===== config.mk =====
export PLATFORM = sky130hd
export DESIGN_NAME = eyrm_cordic
export DESIGN_NICKNAME = d
export VERILOG_FILES = /design/src/design/eyrm_pkg.sv /design/src/design/eyrm_cordic.sv
export SDC_FILE = /design/constraint.sdc
export NUM_CORES = 2
export LEC_CHECK = 0
export ABC_AREA = 0
export BUFFER_PORTS_ARGS = -buffer_cell sky130_fd_sc_hd__buf_2
export CORE_MARGIN = 1
export CORE_UTILIZATION = 61
export DETAILED_ROUTE_END_ITERATION = 10
export PLACE_DENSITY = 0.82
export RECOVER_POWER = 50
export SLEW_MARGIN = 10
export SYNTH_ARGS = -nofsm -noshare
export SYNTH_HDL_FRONTEND = slang
export SYNTH_SLANG_ARGS = --single-unit

===== constraint.sdc =====
create_clock -name clk_i -period 13.22 [get_ports clk_i]
set_clock_uncertainty 0.1 [all_clocks]
set_input_delay 0.661 -clock clk_i [delete_from_list [all_inputs] [get_ports clk_i]]
set_output_delay 0.661 -clock clk_i [all_outputs]
set_load 0.01 [all_outputs]

===== src/design/eyrm_pkg.sv =====
// Shared types, constants and helpers for the Euler-angle to rotation-matrix block.
// Depends on nothing; every design file refers to it by scoped names.
package eyrm_pkg;

  localparam int CordicStages = 16;
  localparam int AtanEntries  = 24;
  localparam int NumStages    = (CordicStages < AtanEntries) ? CordicStages : AtanEntries;
  localparam int QW           = 34;  // Q2.30 plus headroom for CORDIC growth

  localparam logic signed [QW-1:0] Q30Pi     = 34'sd3373259426;
  localparam logic signed [QW-1:0] Q30HalfPi = 34'sd1686629713;
  localparam logic signed [QW-1:0] Q30Gain   = 34'sd652032874;
  localparam logic signed [15:0]   Q14One    = 16'sd16384;

  typedef struct packed {
    logic signed [15:0] yaw;
    logic signed [15:0] pitch;
    logic signed [15:0] roll;
  } eyrm_in_t;

  typedef struct packed {
    logic signed [15:0] r_row0_col0;
    logic signed [15:0] r_row0_col1;
    logic signed [15:0] r_row0_col2;
    logic signed [15:0] r_row1_col0;
    logic signed [15:0] r_row1_col1;
    logic signed [15:0] r_row1_col2;
    logic signed [15:0] r_row2_col0;
    logic signed [15:0] r_row2_col1;
    logic signed [15:0] r_row2_col2;
  } eyrm_out_t;

  typedef struct packed {
    logic signed [QW-1:0] s;
    logic signed [QW-1:0] c;
  } sincos_t;

  function automatic logic signed [QW-1:0] atan_q30(input int idx);
    logic [31:0] t;
    begin
      case (idx)
        0: t = 32'h3243F6A8;  1: t = 32'h1DAC6705;  2: t = 32'h0FADBAFC;
        3: t = 32'h07F56EA6;  4: t = 32'h03FEAB76;  5: t = 32'h01FFD55B;
        6: t = 32'h00FFFAAA;  7: t = 32'h007FFF55;  8: t = 32'h003FFFEA;
        9: t = 32'h001FFFFD;  10: t = 32'h000FFFFF; 11: t = 32'h0007FFFF;
        12: t = 32'h0003FFFF; 13: t = 32'h0001FFFF; 14: t = 32'h0000FFFF;
        15: t = 32'h00007FFF; 16: t = 32'h00003FFF; 17: t = 32'h00001FFF;
        18: t = 32'h00000FFF; 19: t = 32'h000007FF; 20: t = 32'h000003FF;
        21: t = 32'h000001FF; 22: t = 32'h000000FF; 23: t = 32'h0000007F;
        default: t = 32'h0;
      endcase
      atan_q30 = $signed({2'b00, t});
    end
  endfunction

  // Q2.30 product, half rounds up.
  function automatic logic signed [QW-1:0] mul30(input logic signed [QW-1:0] a,
                                                 input logic signed [QW-1:0] b);
    logic signed [2*QW-1:0] p;
    begin
      p = a * b + (68'sd1 <<< 29);
      mul30 = QW'(p >>> 30);
    end
  endfunction

  // Q2.30 to Q2.14 with rounding and clamp to +/- one.
  function automatic logic signed [15:0] to_q14(input logic signed [QW+1:0] v);
    logic signed [QW+1:0] r;
    begin
      r = (v + 36'sd32768) >>> 16;
      if (r > 36'sd16384) to_q14 = Q14One;
      else if (r < -36'sd16384) to_q14 = -Q14One;
      else to_q14 = r[15:0];
    end
  endfunction

endpackage


===== src/design/eyrm_cordic.sv =====
// Pipelined rotation-mode CORDIC with range reduction: one angle in, sin/cos out.
// Depends on eyrm_pkg. Takes one angle per cycle.
module eyrm_cordic (
  input  logic                             clk_i,
  input  logic                             rst_ni,
  input  logic                             valid_i,
  input  logic signed [15:0]               angle_i,
  output logic                             valid_o,
  output eyrm_pkg::sincos_t                sc_o
);
  localparam int N = eyrm_pkg::NumStages;
  localparam int W = eyrm_pkg::QW;

  logic signed [W-1:0] x_q [N+1];
  logic signed [W-1:0] y_q [N+1];
  logic signed [W-1:0] z_q [N+1];
  logic                flip_q [N+1];
  logic [N+1:0]        vld_q;
  logic signed [W-1:0] z_in;
  eyrm_pkg::sincos_t   sc_q;

  assign z_in = W'(angle_i) <<< 17;

  // Range reduction stage, then one register stage per iteration.
  always_ff @(posedge clk_i) begin
    x_q[0] <= eyrm_pkg::Q30Gain;
    y_q[0] <= '0;
    if (z_in > eyrm_pkg::Q30HalfPi) begin
      z_q[0] <= z_in - eyrm_pkg::Q30Pi;
      flip_q[0] <= 1'b1;
    end else if (z_in < -eyrm_pkg::Q30HalfPi) begin
      z_q[0] <= z_in + eyrm_pkg::Q30Pi;
      flip_q[0] <= 1'b1;
    end else begin
      z_q[0] <= z_in;
      flip_q[0] <= 1'b0;
    end
    for (int i = 0; i < N; i++) begin
      flip_q[i+1] <= flip_q[i];
      if (!z_q[i][W-1]) begin
        x_q[i+1] <= x_q[i] - (y_q[i] >>> i);
        y_q[i+1] <= y_q[i] + (x_q[i] >>> i);
        z_q[i+1] <= z_q[i] - eyrm_pkg::atan_q30(i);
      end else begin
        x_q[i+1] <= x_q[i] + (y_q[i] >>> i);
        y_q[i+1] <= y_q[i] - (x_q[i] >>> i);
        z_q[i+1] <= z_q[i] + eyrm_pkg::atan_q30(i);
      end
    end
  end

  always_ff @(posedge clk_i) begin
    sc_q.s <= flip_q[N] ? -y_q[N] : y_q[N];
    sc_q.c <= flip_q[N] ? -x_q[N] : x_q[N];
  end

  always_ff @(posedge clk_i or negedge rst_ni) begin
    if (!rst_ni) begin
      vld_q <= '0;
    end else begin
      vld_q <= {vld_q[N:0], valid_i};
    end
  end

  assign valid_o = vld_q[N+1];
  assign sc_o    = sc_q;
endmodule


### After elaboration in Yosys (flattened, before gate mapping)

Memory sizes are Yosys's and may differ from the RTL's.
Cells that the tools add are included.

| operators by class | value |
|---|---|
| add/sub/neg operators | 99 |
| magnitude comparators | 2 |
| mux-type cells | 126 |
| bitwise logic cells | 52 |

Operator list:

| kind | count |
|---|---|
| two-way mux 34 bit | 52 |
| two-way mux 32 bit | 32 |
| adder 34 x 33 -> 34 bit | 18 |
| subtractor 34 x 33 -> 34 bit | 18 |
| adder 34 x 19 -> 34 bit | 2 |
| adder 34 x 20 -> 34 bit | 2 |
| adder 34 x 21 -> 34 bit | 2 |
| adder 34 x 22 -> 34 bit | 2 |
| adder 34 x 23 -> 34 bit | 2 |
| adder 34 x 24 -> 34 bit | 2 |
| adder 34 x 25 -> 34 bit | 2 |
| adder 34 x 26 -> 34 bit | 2 |
| adder 34 x 27 -> 34 bit | 2 |
| adder 34 x 28 -> 34 bit | 2 |
| adder 34 x 29 -> 34 bit | 2 |
| adder 34 x 30 -> 34 bit | 2 |
| adder 34 x 31 -> 34 bit | 2 |
| adder 34 x 32 -> 34 bit | 2 |
| negator 34 bit | 2 |
| subtractor 34 x 19 -> 34 bit | 2 |
| subtractor 34 x 20 -> 34 bit | 2 |
| subtractor 34 x 21 -> 34 bit | 2 |
| subtractor 34 x 22 -> 34 bit | 2 |
| subtractor 34 x 23 -> 34 bit | 2 |
| other kinds (17) | 119 |

| storage, ports and cells | value |
|---|---|
| register bits after elaboration | 86 |
| RAM bits | 1,751 |
| input bits | 19 |
| output and inout port bits | 69 |
| word-level logic and storage cells | 286 |
| memories kept | 4 |

Memories:

| memory | depth | width | rd ports | clocked after Yosys merged registers in | write ports | RTL line | text |
|---|---|---|---|---|---|---|---|
| x_q | 17 | 34 | 17 | 0 | 17 | eyrm_cordic.sv:14 | `logic signed [W-1:0] x_q [N+1];` |
| y_q | 17 | 34 | 17 | 0 | 17 | eyrm_cordic.sv:15 | `logic signed [W-1:0] y_q [N+1];` |
| z_q | 17 | 34 | 16 | 0 | 17 | eyrm_cordic.sv:16 | `logic signed [W-1:0] z_q [N+1];` |
| flip_q | 17 | 1 | 17 | 0 | 17 | eyrm_cordic.sv:17 | `logic flip_q [N+1];` |

### Logic depth before layout (Yosys ltp)

| logic depth | value |
|---|---|
| depth after elaboration | 6 |
| gate-level depth with buffers | 22 |
| mapped depth without buffers | 22 |

### Worst setup path after synthesis

OpenSTA, ideal clock, no wires.

| path | value |
|---|---|
| kind | reg-to-reg |
| start point | memory x_q[15][15] (netlist bit) |
| end point | memory y_q[16][33] (netlist bit) |
| setup time | 63 ps |
| arrival time | 4,510 ps |
| required time | 13,057 ps |
| setup slack | 8,548 ps |
| stages on the path, launching flop included | 21 |
| buffers on the path | 0 |
| cells stage by stage | dfxtp_1 > inv_1 > ha_1 > nand2b_1 > or4_1 > or2_2 > nor3_1 > a21oi_1 > xnor2_1 > ha_1 > a21o_1 > a21oi_1 > nor2b_1 > or4_1 > a31o_1 > a41o_1 > a221oi_2 > a31o_2 > o21ai_1 > or4_1 > nand3_1 |

RTL lines:

| item | RTL line |
|---|---|
| start: declaration | eyrm_cordic.sv:14 |
| end: declaration | eyrm_cordic.sv:15 |

==> impl_metrics.json <==
{
  "vias_per_cell": 6.03,
  "nNetsFinal": 14839,
  "die-area_sq_um": 187000,
  "syn_inst": 13231,
  "rows": 157,
  "insertion_delay_ps": 840,
  "synth_top_family_by_area": "compound AO/OA/AOI/OAI gates",
  "required_ps": 13890,
  "wl_per_cell_microns": 19.1,
  "initial_core_util": 0.616,
  "path_max_fanout": 86,
  "wl_microns": 304000,
  "multi_input_area_sq_um": 78300,
  "areaGrowthSynthToFinish_pct": 7.87,
  "min_path_type": "input port to register",
  "postCtsSetupBuffers": 0,
  "max_stage_delay_ps": 2950,
  "ys_types": 101,
  "synth_async_sr_flop_share": 0.0114,
  "antenna_found_initial": 9,
  "synthFlopType": "dfxtp_1",
  "port_buffers": 87,
  "grt_max_degree": 87,
  "max_cap_violations": 19,
  "grt_pass1_vias": 91910,
  "setup-violations-final": 0,
  "ioPinCount": 88,
  "antenna_left": 0,
  "fmax_mhz": 118,
  "dieWidth_microns": 433,
  "path_class": "register to register",
  "hold_viol_final": 0,
  "clkTransAtPathRegs_ps": 70,
  "crit_slowest_cell": "clkbuf_1",
  "synthAdderAreaFrac": 0.165,
  "synthXorXnorAreaFrac": 0.148,
  "crit_path_end_kind": "register",
  "tns_ps": 0,
  "regArea_sq_um": 31900,
  "mappedNetlistArea_sq_um": 113000,
  "muxShareOfSynthArea": 0.0105,
  "cts_buffers": 172,
  "synthDominantCellAreaShare": 0.272,
  "synth_area_leader_cell": "dfxtp_1",
  "synth_edf_count": 21,
  "yosysWarnings": 0,
  "drtIter0Drc": 6919,
  "arrival_ps": 9130,
  "grt_pass1_wl_microns": 483000,
  "synth_compound_area_frac": 0.226,
  "htreeDepth": 4,
  "failed_checks": "capacitance limit, slew limit",
  "overflow": 0,
  "start_kind": "register",
  "place_ws_ps": 7790,
  "clock_sinks": 1578,
  "drc_errors": 0,
  "synth_simple_gate_area_share": 0.140,
  "crit_chain": "clkbuf_1, inv_1, and2_0, xnor2_1, ha_1, a21oi_1, nor2_1, nor2_1, o211ai_1, a211oi_1, nor2_1, a211oi_1, a21oi_1, a31o_2, a21oi_1, xnor2_1",
  "track_usage": 0.315,
  "tightest_slew_ps": 4220,
  "cts_root_buffer": "clkbuf_16",
  "drive_gt1_frac": 0.0338,
  "setup_ws_ps": 4760,
  "place.gp.congestion": 0.950,
  "seq_area_frac_synth": 0.281,
  "num_vias": 96210,
  "die_h_microns": 433,
  "clock_path_buffers": 3,
  "min_period_ps": 8460,
  "fin_cells": 15957,
  "rsz0062_at_grt": "no",
  "dp.cells": 15636,
  "fin_crit_sh": 0.640,
  "cts_tree": "yes",
  "core_sq_um": 184000,
  "report.final.slew_viol_count": 1152,
  "ys_top_cells_by_area": "dfxtp_1 (27%), ha_1 (16%), xnor2_1 (10%)",
  "crit_buf_inv": 2,
  "syn_avg_cell_area_sq_um": 8.56,
  "place_hpwl_microns": 242000,
  "finalHoldWorstSlack_ps": 79.4,
  "nFillCells": 15351,
  "cts_resized": 0,
  "cp_top_family": "buffers and inverters",
  "max_slew_margin": -1.82,
  "status": "finished, violations left",
  "firstDrtPassIters": 6,
  "ys_seq_elements": 1578
}
-- area by class of cell --
type / count / share of cell area
Tap cell: 2464 / 0.0252
Sequential cell: 1578 / 0.261
Antenna cell: 2 / 0.0000410
Clock buffer: 228 / 0.0396
Clock inverter: 89 / 0.00922
Timing Repair Buffer: 123 / 0.00430
Inverter: 658 / 0.0202
Multi-Input combinational cell: 10815 / 0.640
-- worst paths after layout --
path | from | end | slack (ps) | cells after the start
max | z_q[10][33]$_DFF_P_ | y_q[11][33]$_DFF_P_ | 4760 | 16
min | angle_i[3] | z_q[0][20]$_DFFE_PP_ | 80 | 2
max reg2reg | z_q[10][33]$_DFF_P_ | y_q[11][33]$_DFF_P_ | 4760 | 16
min reg2reg | flip_q[0][5]$_DFF_P_ | flip_q[0][6]$_DFF_P_ | 220 | 0
max in group asynchronous | rst_ni | vld_q[0]$_DFF_PN0_ | 12010 | 2
min in group asynchronous | rst_ni | vld_q[17]$_DFF_PN0_ | 450 | 2
-- logic make-up after synthesis --
| kind of cell | after synthesis |
|---|---|
| other | 1 |
| buffers and inverters | 858 |
| multiplexers | 112 |
| flip-flops | 1578 |
| adder cells (fa/ha/maj) | 1472 |
| AND/OR/NAND/NOR | 3257 |
| AO/OA/AOI/OAI | 4039 |
| XOR/XNOR | 1914 |
-- cell usage after synthesis, drive strengths merged (107+ instances only) --
library cell  number
ha              1430
o21a             206
o21bai           200
inv              656
nor2            1141
a21o             710
o21ai            624
a31oi            124
a211oi           116
nand3            197
nand4            107
clkbuf           162
nor2b            207
dfxtp           1539
nor3             334
nand2b           190
xnor2           1301
a21oi           1439
nand2            547
xor2             613
-- sequential cells by signal, summed over array words and instances (netlist names) --
name	cells
y_q	511
vld_q	18
x_q	484
sc_o	68
z_q	480
flip_q	17
-- metal layers --
metal / GRT usage / share of wire / up-vias / routed length (microns)
li1: - / - / 47770 / -
met1: 0.403 / 0.44 / 45159 / 135000
met2: 0.536 / 0.46 / 2646 / 141000
met5: 0 / 0.000043 / - / 13
met3: 0.0372 / 0.050 / 633 / 15300
met4: 0.126 / 0.041 / 2 / 12600
-- placed cells by master, fill, tap and decap left out, types with 116 or more instances in the layout --
master / instances
nand2b_1: 190
inv_1: 656
clkbuf_16: 174
dfxtp_1: 1535
o21ai_0: 582
nand2_1: 547
ha_1: 1430
clkbuf_1: 124
a21o_1: 710
a21oi_1: 1437
xor2_1: 613
nor2_1: 1140
o21a_1: 206
xnor2_1: 1299
a31oi_1: 123
nor2b_1: 207
o21bai_1: 200
nor3_1: 334
a211oi_1: 116
nand3_1: 196
-- timing repair --
item                                    4_1_cts  5_1_grt
endpoints found under the setup margin        0        0
hold buffers                                  2        0
hold endpoints to repair                     19        0
-- per-stage QoR --
step / area, sq um / utilization
3_3_place_gp: 116000 / 0.633
2_1_floorplan: 113000 / -
4_1_cts: 122000 / 0.666
6_report: 122000 / 0.665
5_1_grt: 122000 / 0.665
3_5_place_dp: 116000 / 0.633
Power is left out: the tool's default activity adds up to more than one toggle a clock period on the data nets, which glitch-free logic cannot reach.
